File: src/hdl/clr_pkg.sv
// Shared types and constants for the clipped line rasterizer.
// No dependencies; compiled first.
`default_nettype none

package clr_pkg;

   // Field widths fixed by the channel definitions
   localparam int COORD_W   = 16;
   localparam int PIXEL_W   = 6;
   localparam int DIM_W     = 7;
   localparam int CSR_IDX_W = 1;

   // Register indexes of the configuration port
   localparam logic [CSR_IDX_W-1:0] CSR_IMAGE_WIDTH  = 1'd0;
   localparam logic [CSR_IDX_W-1:0] CSR_IMAGE_HEIGHT = 1'd1;

   // Reset value of both rectangle registers
   localparam logic [DIM_W-1:0] DIM_RESET = 7'd64;

   // Outcode bits
   localparam logic [3:0] OC_LEFT   = 4'b0001;
   localparam logic [3:0] OC_RIGHT  = 4'b0010;
   localparam logic [3:0] OC_BOTTOM = 4'b0100;
   localparam logic [3:0] OC_TOP    = 4'b1000;

   // Clip steps allowed before a segment is dropped
   localparam logic [3:0] MAX_CLIP_STEPS = 4'd8;

   // Divider: quotient bits produced, one per cycle
   localparam int QUO_W = 18;

   typedef enum logic [3:0] {
      ST_IDLE,
      ST_CLIP,
      ST_MUL_AD,
      ST_MUL_BM,
      ST_DIV_PREP,
      ST_DIV,
      ST_UPDATE,
      ST_WALK_PREP,
      ST_WALK
   } clr_state_type;

endpackage

`default_nettype wire

File: src/hdl/clr_req_if.sv
// Line segment request channel: valid/ready handshake with two endpoints.
// Depends on clr_pkg for the coordinate width.
`default_nettype none

interface clr_req_if;
   logic                                valid;
   logic                                ready;
   logic signed [clr_pkg::COORD_W-1:0]  start_x;
   logic signed [clr_pkg::COORD_W-1:0]  start_y;
   logic signed [clr_pkg::COORD_W-1:0]  end_x;
   logic signed [clr_pkg::COORD_W-1:0]  end_y;

   modport source (output valid, start_x, start_y, end_x, end_y, input ready);
   modport sink   (input valid, start_x, start_y, end_x, end_y, output ready);
endinterface

`default_nettype wire

File: src/hdl/clr_rsp_if.sv
// Pixel response channel: valid/ready handshake, one pixel per beat.
// Depends on clr_pkg for the pixel width.
`default_nettype none

interface clr_rsp_if;
   logic                         valid;
   logic                         ready;
   logic [clr_pkg::PIXEL_W-1:0]  pixel_x;
   logic [clr_pkg::PIXEL_W-1:0]  pixel_y;
   logic                         last;

   modport source (output valid, pixel_x, pixel_y, last, input ready);
   modport sink   (input valid, pixel_x, pixel_y, last, output ready);
endinterface

`default_nettype wire

File: src/hdl/clipped_line_rasterizer.sv
// Top level of the clipped line rasterizer: clip sequencer, shared
// multiplier and divider, line walker. Uses clr_pkg, clr_req_if, clr_rsp_if.
`default_nettype none

// Usage
//   req_chan carries one segment per beat (two signed 16-bit endpoints).
//   rsp_chan returns the pixels of the segment after clipping to the
//   rectangle 0..image_width-1 by 0..image_height-1, each side clamped to
//   MAX_DIM, last set on the final pixel. A segment fully outside gives no beats.
//   csr_* writes image_width (index 0) or image_height (index 1); write only
//   while no segment is in flight.
// Timing
//   req_chan.ready is high only in the idle state; one segment at a time.
//   Each clip step runs through the shared 18x18 multiplier (a*d, then
//   b*(edge - ref)) and the restoring divider (one quotient bit per cycle),
//   besides the outcode test, setup and write-back of the step.
//   A segment takes k clip steps (0 to 4 for real geometry) and gives n pixels
//   (at most 64), the walker giving one pixel a cycle while rsp_chan is not stalled.
// Reset and stall
//   Reset returns to idle, drops any pending beat and sets both rectangle
//   registers to 64. A stalled rsp_chan holds its beat; the walker waits
//   for the output register to free before it advances.

module clipped_line_rasterizer #(
   parameter int MAX_DIM = 64
) (
   input  wire logic                               clock,
   input  wire logic                               reset,
   clr_req_if.sink                                 req_chan,
   clr_rsp_if.source                               rsp_chan,
   input  wire logic                               csr_write_enable,
   input  wire logic [clr_pkg::CSR_IDX_W-1:0]      csr_index,
   input  wire logic [clr_pkg::DIM_W-1:0]          csr_write_data
);
   import clr_pkg::*;

   localparam logic [DIM_W-1:0] MaxDim = DIM_W'(MAX_DIM);

   // ---------------- registers ----------------
   clr_state_type      state_ff, state_in;
   logic [DIM_W-1:0]   width_ff, width_in;
   logic [DIM_W-1:0]   height_ff, height_in;

   logic signed [16:0] x0_ff, x0_in, y0_ff, y0_in;
   logic signed [16:0] x1_ff, x1_in, y1_ff, y1_in;
   logic [3:0]         step_ff, step_in;

   logic signed [17:0] op_a_ff, op_a_in, op_b_ff, op_b_in;
   logic signed [17:0] op_m_ff, op_m_in, op_d_ff, op_d_in;
   logic               vert_ff, vert_in;
   logic               side_ff, side_in;
   logic signed [16:0] edge_val_ff, edge_val_in;

   logic signed [36:0] num_ff, num_in;
   logic [36:0]        rem_ff, rem_in;
   logic [34:0]        dsh_ff, dsh_in;
   logic [QUO_W-1:0]   quo_ff, quo_in;
   logic               neg_ff, neg_in;
   logic [4:0]         bit_cnt_ff, bit_cnt_in;

   logic [PIXEL_W-1:0] px_ff, px_in, py_ff, py_in;
   logic [PIXEL_W-1:0] tx_ff, tx_in, ty_ff, ty_in;
   logic [PIXEL_W-1:0] dx_ff, dx_in, dy_ff, dy_in;
   logic               sx_neg_ff, sx_neg_in, sy_neg_ff, sy_neg_in;
   logic signed [8:0]  err_ff, err_in;
   logic [PIXEL_W-1:0] pix_cnt_ff, pix_cnt_in;

   logic               rsp_valid_ff, rsp_valid_in;
   logic [PIXEL_W-1:0] rsp_x_ff, rsp_x_in, rsp_y_ff, rsp_y_in;
   logic               rsp_last_ff, rsp_last_in;

   // ---------------- helpers ----------------
   function automatic logic [3:0] outcode(input logic signed [16:0] x,
                                          input logic signed [16:0] y,
                                          input logic [DIM_W-1:0]   w,
                                          input logic [DIM_W-1:0]   h);
      logic [3:0] c;
      c = '0;
      if (x < 0) c |= OC_LEFT;
      else if (x >= signed'({10'b0, w})) c |= OC_RIGHT;
      if (y < 0) c |= OC_BOTTOM;
      else if (y >= signed'({10'b0, h})) c |= OC_TOP;
      return c;
   endfunction

   function automatic logic signed [17:0] sub18(input logic signed [16:0] p,
                                                input logic signed [16:0] q);
      return signed'({p[16], p}) - signed'({q[16], q});
   endfunction

   // ---------------- combinational datapath pieces ----------------
   logic [DIM_W-1:0]   w_eff, h_eff;
   logic signed [16:0] xmax, ymax;
   logic [3:0]         oc0, oc1, oc_out;
   logic signed [17:0] mul_x, mul_y;
   logic signed [35:0] product;
   logic [37:0]        trial;
   logic               trial_ge;
   logic [QUO_W-1:0]   quo_signed;
   logic signed [16:0] clip_res;
   logic signed [17:0] abs_d;
   logic               out_free;
   logic               walk_done;
   logic signed [9:0]  e2, err_wide;
   logic               step_x, step_y;

   // Clamp the rectangle to what the pixel fields can address
   assign w_eff = (width_ff > MaxDim) ? MaxDim : width_ff;
   assign h_eff = (height_ff > MaxDim) ? MaxDim : height_ff;
   assign xmax  = signed'({10'b0, w_eff - 7'd1});
   assign ymax  = signed'({10'b0, h_eff - 7'd1});

   assign oc0    = outcode(x0_ff, y0_ff, w_eff, h_eff);
   assign oc1    = outcode(x1_ff, y1_ff, w_eff, h_eff);
   assign oc_out = (oc0 != 4'b0) ? oc0 : oc1;

   // Shared multiplier: a*d first, then b*(edge - ref)
   assign mul_x   = (state_ff == ST_MUL_AD) ? op_a_ff : op_b_ff;
   assign mul_y   = (state_ff == ST_MUL_AD) ? op_d_ff : op_m_ff;
   assign product = mul_x * mul_y;

   // Restoring divider step
   assign trial    = {1'b0, rem_ff} - {3'b0, dsh_ff};
   assign trial_ge = ~trial[37];
   assign abs_d    = op_d_ff[17] ? -op_d_ff : op_d_ff;

   // Signed quotient, truncated toward zero; a flat edge keeps the start value
   assign quo_signed = neg_ff ? (QUO_W'(0) - quo_ff) : quo_ff;
   assign clip_res   = (op_d_ff == 18'sd0) ? op_a_ff[16:0] : signed'(quo_signed[16:0]);

   // Bresenham decision terms
   assign out_free  = ~rsp_valid_ff | rsp_chan.ready;
   assign walk_done = ((px_ff == tx_ff) && (py_ff == ty_ff)) || (pix_cnt_ff == 6'd63);
   assign e2        = signed'({err_ff, 1'b0});
   assign step_x    = e2 > -signed'({4'b0, dy_ff});
   assign step_y    = e2 < signed'({4'b0, dx_ff});
   assign err_wide  = signed'({err_ff[8], err_ff})
                      - (step_x ? signed'({4'b0, dy_ff}) : 10'sd0)
                      + (step_y ? signed'({4'b0, dx_ff}) : 10'sd0);

   // ---------------- sequencer ----------------
   always_comb begin
      state_in     = state_ff;
      width_in     = width_ff;
      height_in    = height_ff;
      x0_in        = x0_ff;
      y0_in        = y0_ff;
      x1_in        = x1_ff;
      y1_in        = y1_ff;
      step_in      = step_ff;
      op_a_in      = op_a_ff;
      op_b_in      = op_b_ff;
      op_m_in      = op_m_ff;
      op_d_in      = op_d_ff;
      vert_in      = vert_ff;
      side_in      = side_ff;
      edge_val_in  = edge_val_ff;
      num_in       = num_ff;
      rem_in       = rem_ff;
      dsh_in       = dsh_ff;
      quo_in       = quo_ff;
      neg_in       = neg_ff;
      bit_cnt_in   = bit_cnt_ff;
      px_in        = px_ff;
      py_in        = py_ff;
      tx_in        = tx_ff;
      ty_in        = ty_ff;
      dx_in        = dx_ff;
      dy_in        = dy_ff;
      sx_neg_in    = sx_neg_ff;
      sy_neg_in    = sy_neg_ff;
      err_in       = err_ff;
      pix_cnt_in   = pix_cnt_ff;
      rsp_x_in     = rsp_x_ff;
      rsp_y_in     = rsp_y_ff;
      rsp_last_in  = rsp_last_ff;
      // drop the pending beat once taken
      rsp_valid_in = rsp_valid_ff & ~rsp_chan.ready;

      // configuration writes
      if (csr_write_enable) begin
         case (csr_index)
            CSR_IMAGE_WIDTH:  width_in  = csr_write_data;
            CSR_IMAGE_HEIGHT: height_in = csr_write_data;
            default: ;
         endcase
      end

      case (state_ff)
         ST_IDLE: begin
            if (req_chan.valid) begin
               x0_in    = 17'(req_chan.start_x);
               y0_in    = 17'(req_chan.start_y);
               x1_in    = 17'(req_chan.end_x);
               y1_in    = 17'(req_chan.end_y);
               step_in  = '0;
               state_in = ST_CLIP;
            end
         end

         // Decide accept or reject, else set up one edge intersection
         ST_CLIP: begin
            if ((w_eff == 7'd0) || (h_eff == 7'd0)) begin
               state_in = ST_IDLE;
            end else if ((oc0 | oc1) == 4'b0) begin
               state_in = ST_WALK_PREP;
            end else if (((oc0 & oc1) != 4'b0) || (step_ff == MAX_CLIP_STEPS)) begin
               state_in = ST_IDLE;
            end else begin
               side_in = (oc0 == 4'b0);
               if ((oc_out & (OC_TOP | OC_BOTTOM)) != 4'b0) begin
                  vert_in     = 1'b1;
                  edge_val_in = ((oc_out & OC_TOP) != 4'b0) ? ymax : 17'sd0;
                  op_a_in     = signed'({x0_ff[16], x0_ff});
                  op_b_in     = sub18(x1_ff, x0_ff);
                  op_d_in     = sub18(y1_ff, y0_ff);
                  op_m_in     = sub18(edge_val_in, y0_ff);
               end else begin
                  vert_in     = 1'b0;
                  edge_val_in = ((oc_out & OC_RIGHT) != 4'b0) ? xmax : 17'sd0;
                  op_a_in     = signed'({y0_ff[16], y0_ff});
                  op_b_in     = sub18(y1_ff, y0_ff);
                  op_d_in     = sub18(x1_ff, x0_ff);
                  op_m_in     = sub18(edge_val_in, x0_ff);
               end
               state_in = ST_MUL_AD;
            end
         end

         ST_MUL_AD: begin
            num_in   = 37'(product);
            state_in = ST_MUL_BM;
         end

         ST_MUL_BM: begin
            num_in   = num_ff + 37'(product);
            state_in = ST_DIV_PREP;
         end

         // Divide magnitudes; divisor starts aligned to the top quotient bit
         ST_DIV_PREP: begin
            neg_in     = num_ff[36] ^ op_d_ff[17];
            rem_in     = num_ff[36] ? 37'(-num_ff) : 37'(num_ff);
            dsh_in     = {abs_d[16:0], 18'b0} >> 1;
            quo_in     = '0;
            bit_cnt_in = 5'(QUO_W - 1);
            state_in   = ST_DIV;
         end

         ST_DIV: begin
            if (trial_ge) rem_in = trial[36:0];
            quo_in     = {quo_ff[QUO_W-2:0], trial_ge};
            dsh_in     = dsh_ff >> 1;
            bit_cnt_in = bit_cnt_ff - 5'd1;
            if (bit_cnt_ff == 5'd0) state_in = ST_UPDATE;
         end

         // Move the outside endpoint onto the edge
         ST_UPDATE: begin
            if (side_ff) begin
               x1_in = vert_ff ? clip_res : edge_val_ff;
               y1_in = vert_ff ? edge_val_ff : clip_res;
            end else begin
               x0_in = vert_ff ? clip_res : edge_val_ff;
               y0_in = vert_ff ? edge_val_ff : clip_res;
            end
            step_in  = step_ff + 4'd1;
            state_in = ST_CLIP;
         end

         // Both endpoints are inside: load the walker
         ST_WALK_PREP: begin
            px_in      = x0_ff[PIXEL_W-1:0];
            py_in      = y0_ff[PIXEL_W-1:0];
            tx_in      = x1_ff[PIXEL_W-1:0];
            ty_in      = y1_ff[PIXEL_W-1:0];
            dx_in      = (x1_ff > x0_ff) ? (tx_in - px_in) : (px_in - tx_in);
            dy_in      = (y1_ff > y0_ff) ? (ty_in - py_in) : (py_in - ty_in);
            sx_neg_in  = ~(x0_ff < x1_ff);
            sy_neg_in  = ~(y0_ff < y1_ff);
            err_in     = signed'({3'b0, dx_in}) - signed'({3'b0, dy_in});
            pix_cnt_in = '0;
            state_in   = ST_WALK;
         end

         // One pixel per cycle whenever the output register can take it
         ST_WALK: begin
            if (out_free) begin
               rsp_valid_in = 1'b1;
               rsp_x_in     = px_ff;
               rsp_y_in     = py_ff;
               rsp_last_in  = walk_done;
               if (walk_done) begin
                  state_in = ST_IDLE;
               end else begin
                  err_in     = err_wide[8:0];
                  pix_cnt_in = pix_cnt_ff + 6'd1;
                  if (step_x) px_in = sx_neg_ff ? px_ff - 6'd1 : px_ff + 6'd1;
                  if (step_y) py_in = sy_neg_ff ? py_ff - 6'd1 : py_ff + 6'd1;
               end
            end
         end

         default: state_in = ST_IDLE;
      endcase
   end

   // ---------------- control registers ----------------
   always_ff @(posedge clock) begin
      if (reset) begin
         state_ff     <= ST_IDLE;
         width_ff     <= DIM_RESET;
         height_ff    <= DIM_RESET;
         rsp_valid_ff <= 1'b0;
      end else begin
         state_ff     <= state_in;
         width_ff     <= width_in;
         height_ff    <= height_in;
         rsp_valid_ff <= rsp_valid_in;
      end
   end

   // ---------------- payload registers ----------------
   always_ff @(posedge clock) begin
      x0_ff       <= x0_in;
      y0_ff       <= y0_in;
      x1_ff       <= x1_in;
      y1_ff       <= y1_in;
      step_ff     <= step_in;
      op_a_ff     <= op_a_in;
      op_b_ff     <= op_b_in;
      op_m_ff     <= op_m_in;
      op_d_ff     <= op_d_in;
      vert_ff     <= vert_in;
      side_ff     <= side_in;
      edge_val_ff <= edge_val_in;
      num_ff      <= num_in;
      rem_ff      <= rem_in;
      dsh_ff      <= dsh_in;
      quo_ff      <= quo_in;
      neg_ff      <= neg_in;
      bit_cnt_ff  <= bit_cnt_in;
      px_ff       <= px_in;
      py_ff       <= py_in;
      tx_ff       <= tx_in;
      ty_ff       <= ty_in;
      dx_ff       <= dx_in;
      dy_ff       <= dy_in;
      sx_neg_ff   <= sx_neg_in;
      sy_neg_ff   <= sy_neg_in;
      err_ff      <= err_in;
      pix_cnt_ff  <= pix_cnt_in;
      rsp_x_ff    <= rsp_x_in;
      rsp_y_ff    <= rsp_y_in;
      rsp_last_ff <= rsp_last_in;
   end

   // ---------------- ports ----------------
   assign req_chan.ready   = (state_ff == ST_IDLE);
   assign rsp_chan.valid   = rsp_valid_ff;
   assign rsp_chan.pixel_x = rsp_x_ff;
   assign rsp_chan.pixel_y = rsp_y_ff;
   assign rsp_chan.last    = rsp_last_ff;

endmodule

`default_nettype wire

File: src/flat_wrapper.sv
// flat-port wrapper written by rule: the top's interface ports become plain ports
module clipped_line_rasterizer_flat import clr_pkg::*;
#(
   parameter int MAX_DIM = 64
)
  (clock, reset, csr_write_enable, csr_index, csr_write_data, req_chan_valid, req_chan_start_x, req_chan_start_y, req_chan_end_x, req_chan_end_y, req_chan_ready, rsp_chan_valid, rsp_chan_pixel_x, rsp_chan_pixel_y, rsp_chan_last, rsp_chan_ready);
  clr_req_if req_chan_i ();
  clr_rsp_if rsp_chan_i ();
  input  wire logic clock;
  input  wire logic reset;
  input  wire logic csr_write_enable;
  input  wire logic [clr_pkg::CSR_IDX_W-1:0] csr_index;
  input  wire logic [clr_pkg::DIM_W-1:0] csr_write_data;
  input wire logic [$bits(req_chan_i.valid)-1:0] req_chan_valid;
  input wire logic [$bits(req_chan_i.start_x)-1:0] req_chan_start_x;
  input wire logic [$bits(req_chan_i.start_y)-1:0] req_chan_start_y;
  input wire logic [$bits(req_chan_i.end_x)-1:0] req_chan_end_x;
  input wire logic [$bits(req_chan_i.end_y)-1:0] req_chan_end_y;
  output wire logic [$bits(req_chan_i.ready)-1:0] req_chan_ready;
  output wire logic [$bits(rsp_chan_i.valid)-1:0] rsp_chan_valid;
  output wire logic [$bits(rsp_chan_i.pixel_x)-1:0] rsp_chan_pixel_x;
  output wire logic [$bits(rsp_chan_i.pixel_y)-1:0] rsp_chan_pixel_y;
  output wire logic [$bits(rsp_chan_i.last)-1:0] rsp_chan_last;
  input wire logic [$bits(rsp_chan_i.ready)-1:0] rsp_chan_ready;
  assign req_chan_i.valid = req_chan_valid;
  assign req_chan_i.start_x = req_chan_start_x;
  assign req_chan_i.start_y = req_chan_start_y;
  assign req_chan_i.end_x = req_chan_end_x;
  assign req_chan_i.end_y = req_chan_end_y;
  assign req_chan_ready = req_chan_i.ready;
  assign rsp_chan_valid = rsp_chan_i.valid;
  assign rsp_chan_pixel_x = rsp_chan_i.pixel_x;
  assign rsp_chan_pixel_y = rsp_chan_i.pixel_y;
  assign rsp_chan_last = rsp_chan_i.last;
  assign rsp_chan_i.ready = rsp_chan_ready;
  clipped_line_rasterizer #(.MAX_DIM(MAX_DIM)) u_core (.clock(clock), .reset(reset), .req_chan(req_chan_i), .rsp_chan(rsp_chan_i), .csr_write_enable(csr_write_enable), .csr_index(csr_index), .csr_write_data(csr_write_data));
endmodule
File: config.mk
export PLATFORM = sky130hd
export DESIGN_NAME = clipped_line_rasterizer_flat
export DESIGN_NICKNAME = d
export VERILOG_FILES = /design/src/hdl/clr_pkg.sv /design/src/hdl/clr_req_if.sv /design/src/hdl/clr_rsp_if.sv /design/src/hdl/clipped_line_rasterizer.sv /design/src/flat_wrapper.sv
export SDC_FILE = /design/constraint.sdc
export NUM_CORES = 2
export LEC_CHECK = 0
export BUFFER_PORTS_ARGS = -buffer_cell sky130_fd_sc_hd__buf_2
export CAP_MARGIN = 20
export CORE_AREA = 2 2 266 268
export CTS_BUF_LIST = sky130_fd_sc_hd__clkbuf_4
export CTS_CLUSTER_SIZE = 16
export DETAILED_ROUTE_END_ITERATION = 10
export DIE_AREA = 0 0 268 270
export PLACE_DENSITY = 0.7
export RECOVER_POWER = 50
export SLEW_MARGIN = 10
export SYNTH_ARGS = -nofsm -noshare
export SYNTH_HDL_FRONTEND = slang
export SYNTH_SLANG_ARGS = --single-unit
File: constraint.sdc
create_clock -name clock -period 12 [get_ports clock]
set_input_delay 2.4 -clock clock [delete_from_list [all_inputs] [get_ports clock]]
set_output_delay 2.4 -clock clock [all_outputs]
set_load 0.02 [all_outputs]
==> metrics.cfg <==
[sta]
worst_slew_margin=-1.33
setup_total_negative_slack_ns=0
setup_viol=0
maxSlewViolCount=379
tightest_slew_ns=3.49
achievable-frequency_mhz=94.0
timing.final.crit_period_ns=10.64
finalHoldViolCount=0
rsz0062_at_grt=no
fin_skew_ns=0.111
worst_slack_ns=1.36
min_period_over_period=0.886

[cts]
resized_cells_post_cts=0
post-cts-setup-buffers=0
tritoncts=yes
source_to_sink_clock_delay_at_the_later_pin_of_the_worst_skew_pair_ns=0.90
number_of_clock_sinks_seen_by_cts=368
cts.clk_slew.worst_paths_ns=0.07
clock_tree.buffer_depth=3
cts_hold_buf=0
cts.htree.levels=3
cts-buffers-inserted=102
cts_root_buf=sky130_fd_sc_hd__clkbuf_4

[place]
post_dp_cell_area_um2=39400
place_worst_setup_slack_ns=1.38
place_congestion=0.969
cells_after_dpl=5028
dpl.hpwl_mm=80.5
placement.io_buffers=91

[setup_path]
worst-path-buf-inv=5
setup.worst_path.start_class=flop
timing.critical_path.arrival_ns=11.22
crit_path_frequent_cell=sky130_fd_sc_hd__fa_1
worst_path_class_setup=flop to flop
crit_required_ns=12.59
endpoint_of_the_lowest_slack_register_to_register_path=u_core.num_ff[33]
critical_path.top_delay_family=adder cells
slowest_stage=sky130_fd_sc_hd__mux2i_1
timing.critical_path.fanout_max=35
worst-r2r-cell-count=35
critical_path.reg2reg.startpoint=u_core.state_ff[0]
r2r_slack_ns=1.36
largest_stage_delay_worst_path_ns=0.92
worst_setup_path_end_kind=flop

[synth]
synth-edff-count=349
mappedNetlistNets=4808
post-synth-top-count-cell=sky130_fd_sc_hd__inv_1
synth_cell_type_count=76
postSynthRegisterBits=368
synth_top_area_share=0.277
synth.yosys.seq_area_share=0.287
synth.avg_cell_area_um2=9.28
syn-instance-count=4077
synth.top_cells.by_count=563 x sky130_fd_sc_hd__inv_1, 539 x sky130_fd_sc_hd__nand2_1, 367 x sky130_fd_sc_hd__nor2_1, 349 x sky130_fd_sc_hd__edfxtp_1, 346 x sky130_fd_sc_hd__fa_1
synthesis.area_um2=37800
synth.top_cells.by_area=sky130_fd_sc_hd__edfxtp_1 28%, sky130_fd_sc_hd__fa_1 18%, sky130_fd_sc_hd__ha_1 10%
ffs_w_async_s_r_synth=0
yosysWarnings=0
synth-main-ff-cell=sky130_fd_sc_hd__edfxtp_1
cell_type_contributing_the_most_total_cell_area_after_synthesis=sky130_fd_sc_hd__edfxtp_1

[floorplanning]
core-area_um2=69500
die-height_um=270
num_rows=97
area_enclosed_by_the_die_boundary_um2=72400
die_x_um=268
starting_density_of_the_core=0.544
io_pins=92

[min_path]
worstHoldPathCells=2
worst_hold_path.endpoint=u_core.width_ff[4]
worstHoldStart=u_core.width_ff[4]
hold_class=flop to flop

[flow_run]
maxCapViolCount=7

[detailed_routing]
dr.first_iter.drc_count=2608
wire_per_inst_um=19.5
firstDrtPassIters=5
drt.antenna.violating_nets=0
drc=0
via_count=29700
routed_wl_mm=102
detail_route.vias_per_cell=5.68

[grt]
grt_antenna_before_repair=3
grt_first_pass_wirelength_mm=161
global_route_total_usage_across_every_layer=0.287
grt_remaining_overflow=0
grt_pass1_vias=29500
grt_start_max_net_pins=81

[finish]
layout-drive-gt1-share=0.0870
final-instance-count-excl-fill=5217
seq_area_um2=10900
num-nets-final=4926
finish.instance_area_um2=40700
area_delta_synth_final_pct=7.69
num-fill-cells=6071
multi_input_comb_area_um2=24400

[outcome]
status=finished, violations left
violations=max-capacitance violations, max-slew violations

==> final cells by class <==
type / count / share of cell area
clock buffers: 151 / 0.0278
diodes: 2 / 0.000123
well taps: 940 / 0.0289
repair buffers: 139 / 0.0197
multi-input cells: 3019 / 0.599
flip-flops and latches: 368 / 0.267
inverters: 565 / 0.0521
clock inverters: 33 / 0.00581
==> how the worst max path moves through the flow <==
stage | cells past startpoint | endpoint | slack, ns | startpoint
6_report | 35 | u_core.num_ff[33] | 1.36 | u_core.state_ff[0]
3_3_place_gp | 34 | u_core.num_ff[36] | 1.47 | u_core.state_ff[0]
3_5_place_dp | 34 | u_core.num_ff[36] | 1.38 | u_core.state_ff[0]
4_1_cts | 34 | u_core.num_ff[36] | 1.30 | u_core.state_ff[0]
2_1_floorplan | 37 | u_core.num_ff[33] | 2.70 | u_core.state_ff[2]
5_1_grt | 35 | u_core.num_ff[33] | 0.62 | u_core.state_ff[0]
==> metal layers <==
layer,vias up,track usage,routed length [um]
li1,14000,-,-
met1,14300,0.392,43200
met2,1166,0.450,46100
met3,249,0.0480,8120
met4,2,0.126,4460
met5,-,0,12
==> flip-flops by register name, summed over array words and instances, names as in the netlist, 18 cells and up <==
signal,cells
u_core.op_b_ff,18
u_core.rem_ff,37
u_core.num_ff,37
u_core.op_m_ff,18
u_core.op_d_ff,18
u_core.dsh_ff,34
==> worst reg2reg max path: cells and delay by family, from the launching register on <==
family,cells,cell delay [ns]
and+or+nand+nor,5,1.22
xor gates and xnor gates,1,0.16
muxes,1,0.93
buffers and inverters,5,0.66
adders and majority gates,8,3.45
DFF,1,0.89
AOI/OAI and AO/OA,15,3.02
==> placed cells by master, fill, tap and decap left out, types with 110 or more instances in the layout <==
cell type                  count
sky130_fd_sc_hd__xnor2_1     157
sky130_fd_sc_hd__ha_1        308
sky130_fd_sc_hd__fa_1        346
sky130_fd_sc_hd__edfxtp_1    349
sky130_fd_sc_hd__a21oi_1     174
sky130_fd_sc_hd__inv_1       563
sky130_fd_sc_hd__nand2_1     538
sky130_fd_sc_hd__nor2_1      365
sky130_fd_sc_hd__clkbuf_4    151
sky130_fd_sc_hd__o21ai_0     225
sky130_fd_sc_hd__xor2_1      110
==> per-stage QoR <==
step | utilization | hold slack, ns
final | 0.586 | 0.479
after global routing | 0.586 | 0.496
after CTS | 0.586 | 0.478
after detailed placement | 0.566 | 0.470
after global placement | 0.566 | 0.465
after floorplan | - | 0.444
==> cells by family (layout without fill, tap and decap cells) <==
logic type	count (synthesis)	in the layout	share of synthesized area
buffers and inverters	690	888	0.0695
and+or+nand+nor	1260	1260	0.148
other	0	2	0
muxes	94	94	0.0258
adders and majority gates	654	654	0.285
DFF	368	368	0.287
AOI/OAI and AO/OA	744	744	0.123
xor gates and xnor gates	267	267	0.0618
Power is left out: the tool's default activity adds up to more than one toggle a clock period on the data nets, which glitch-free logic cannot reach.
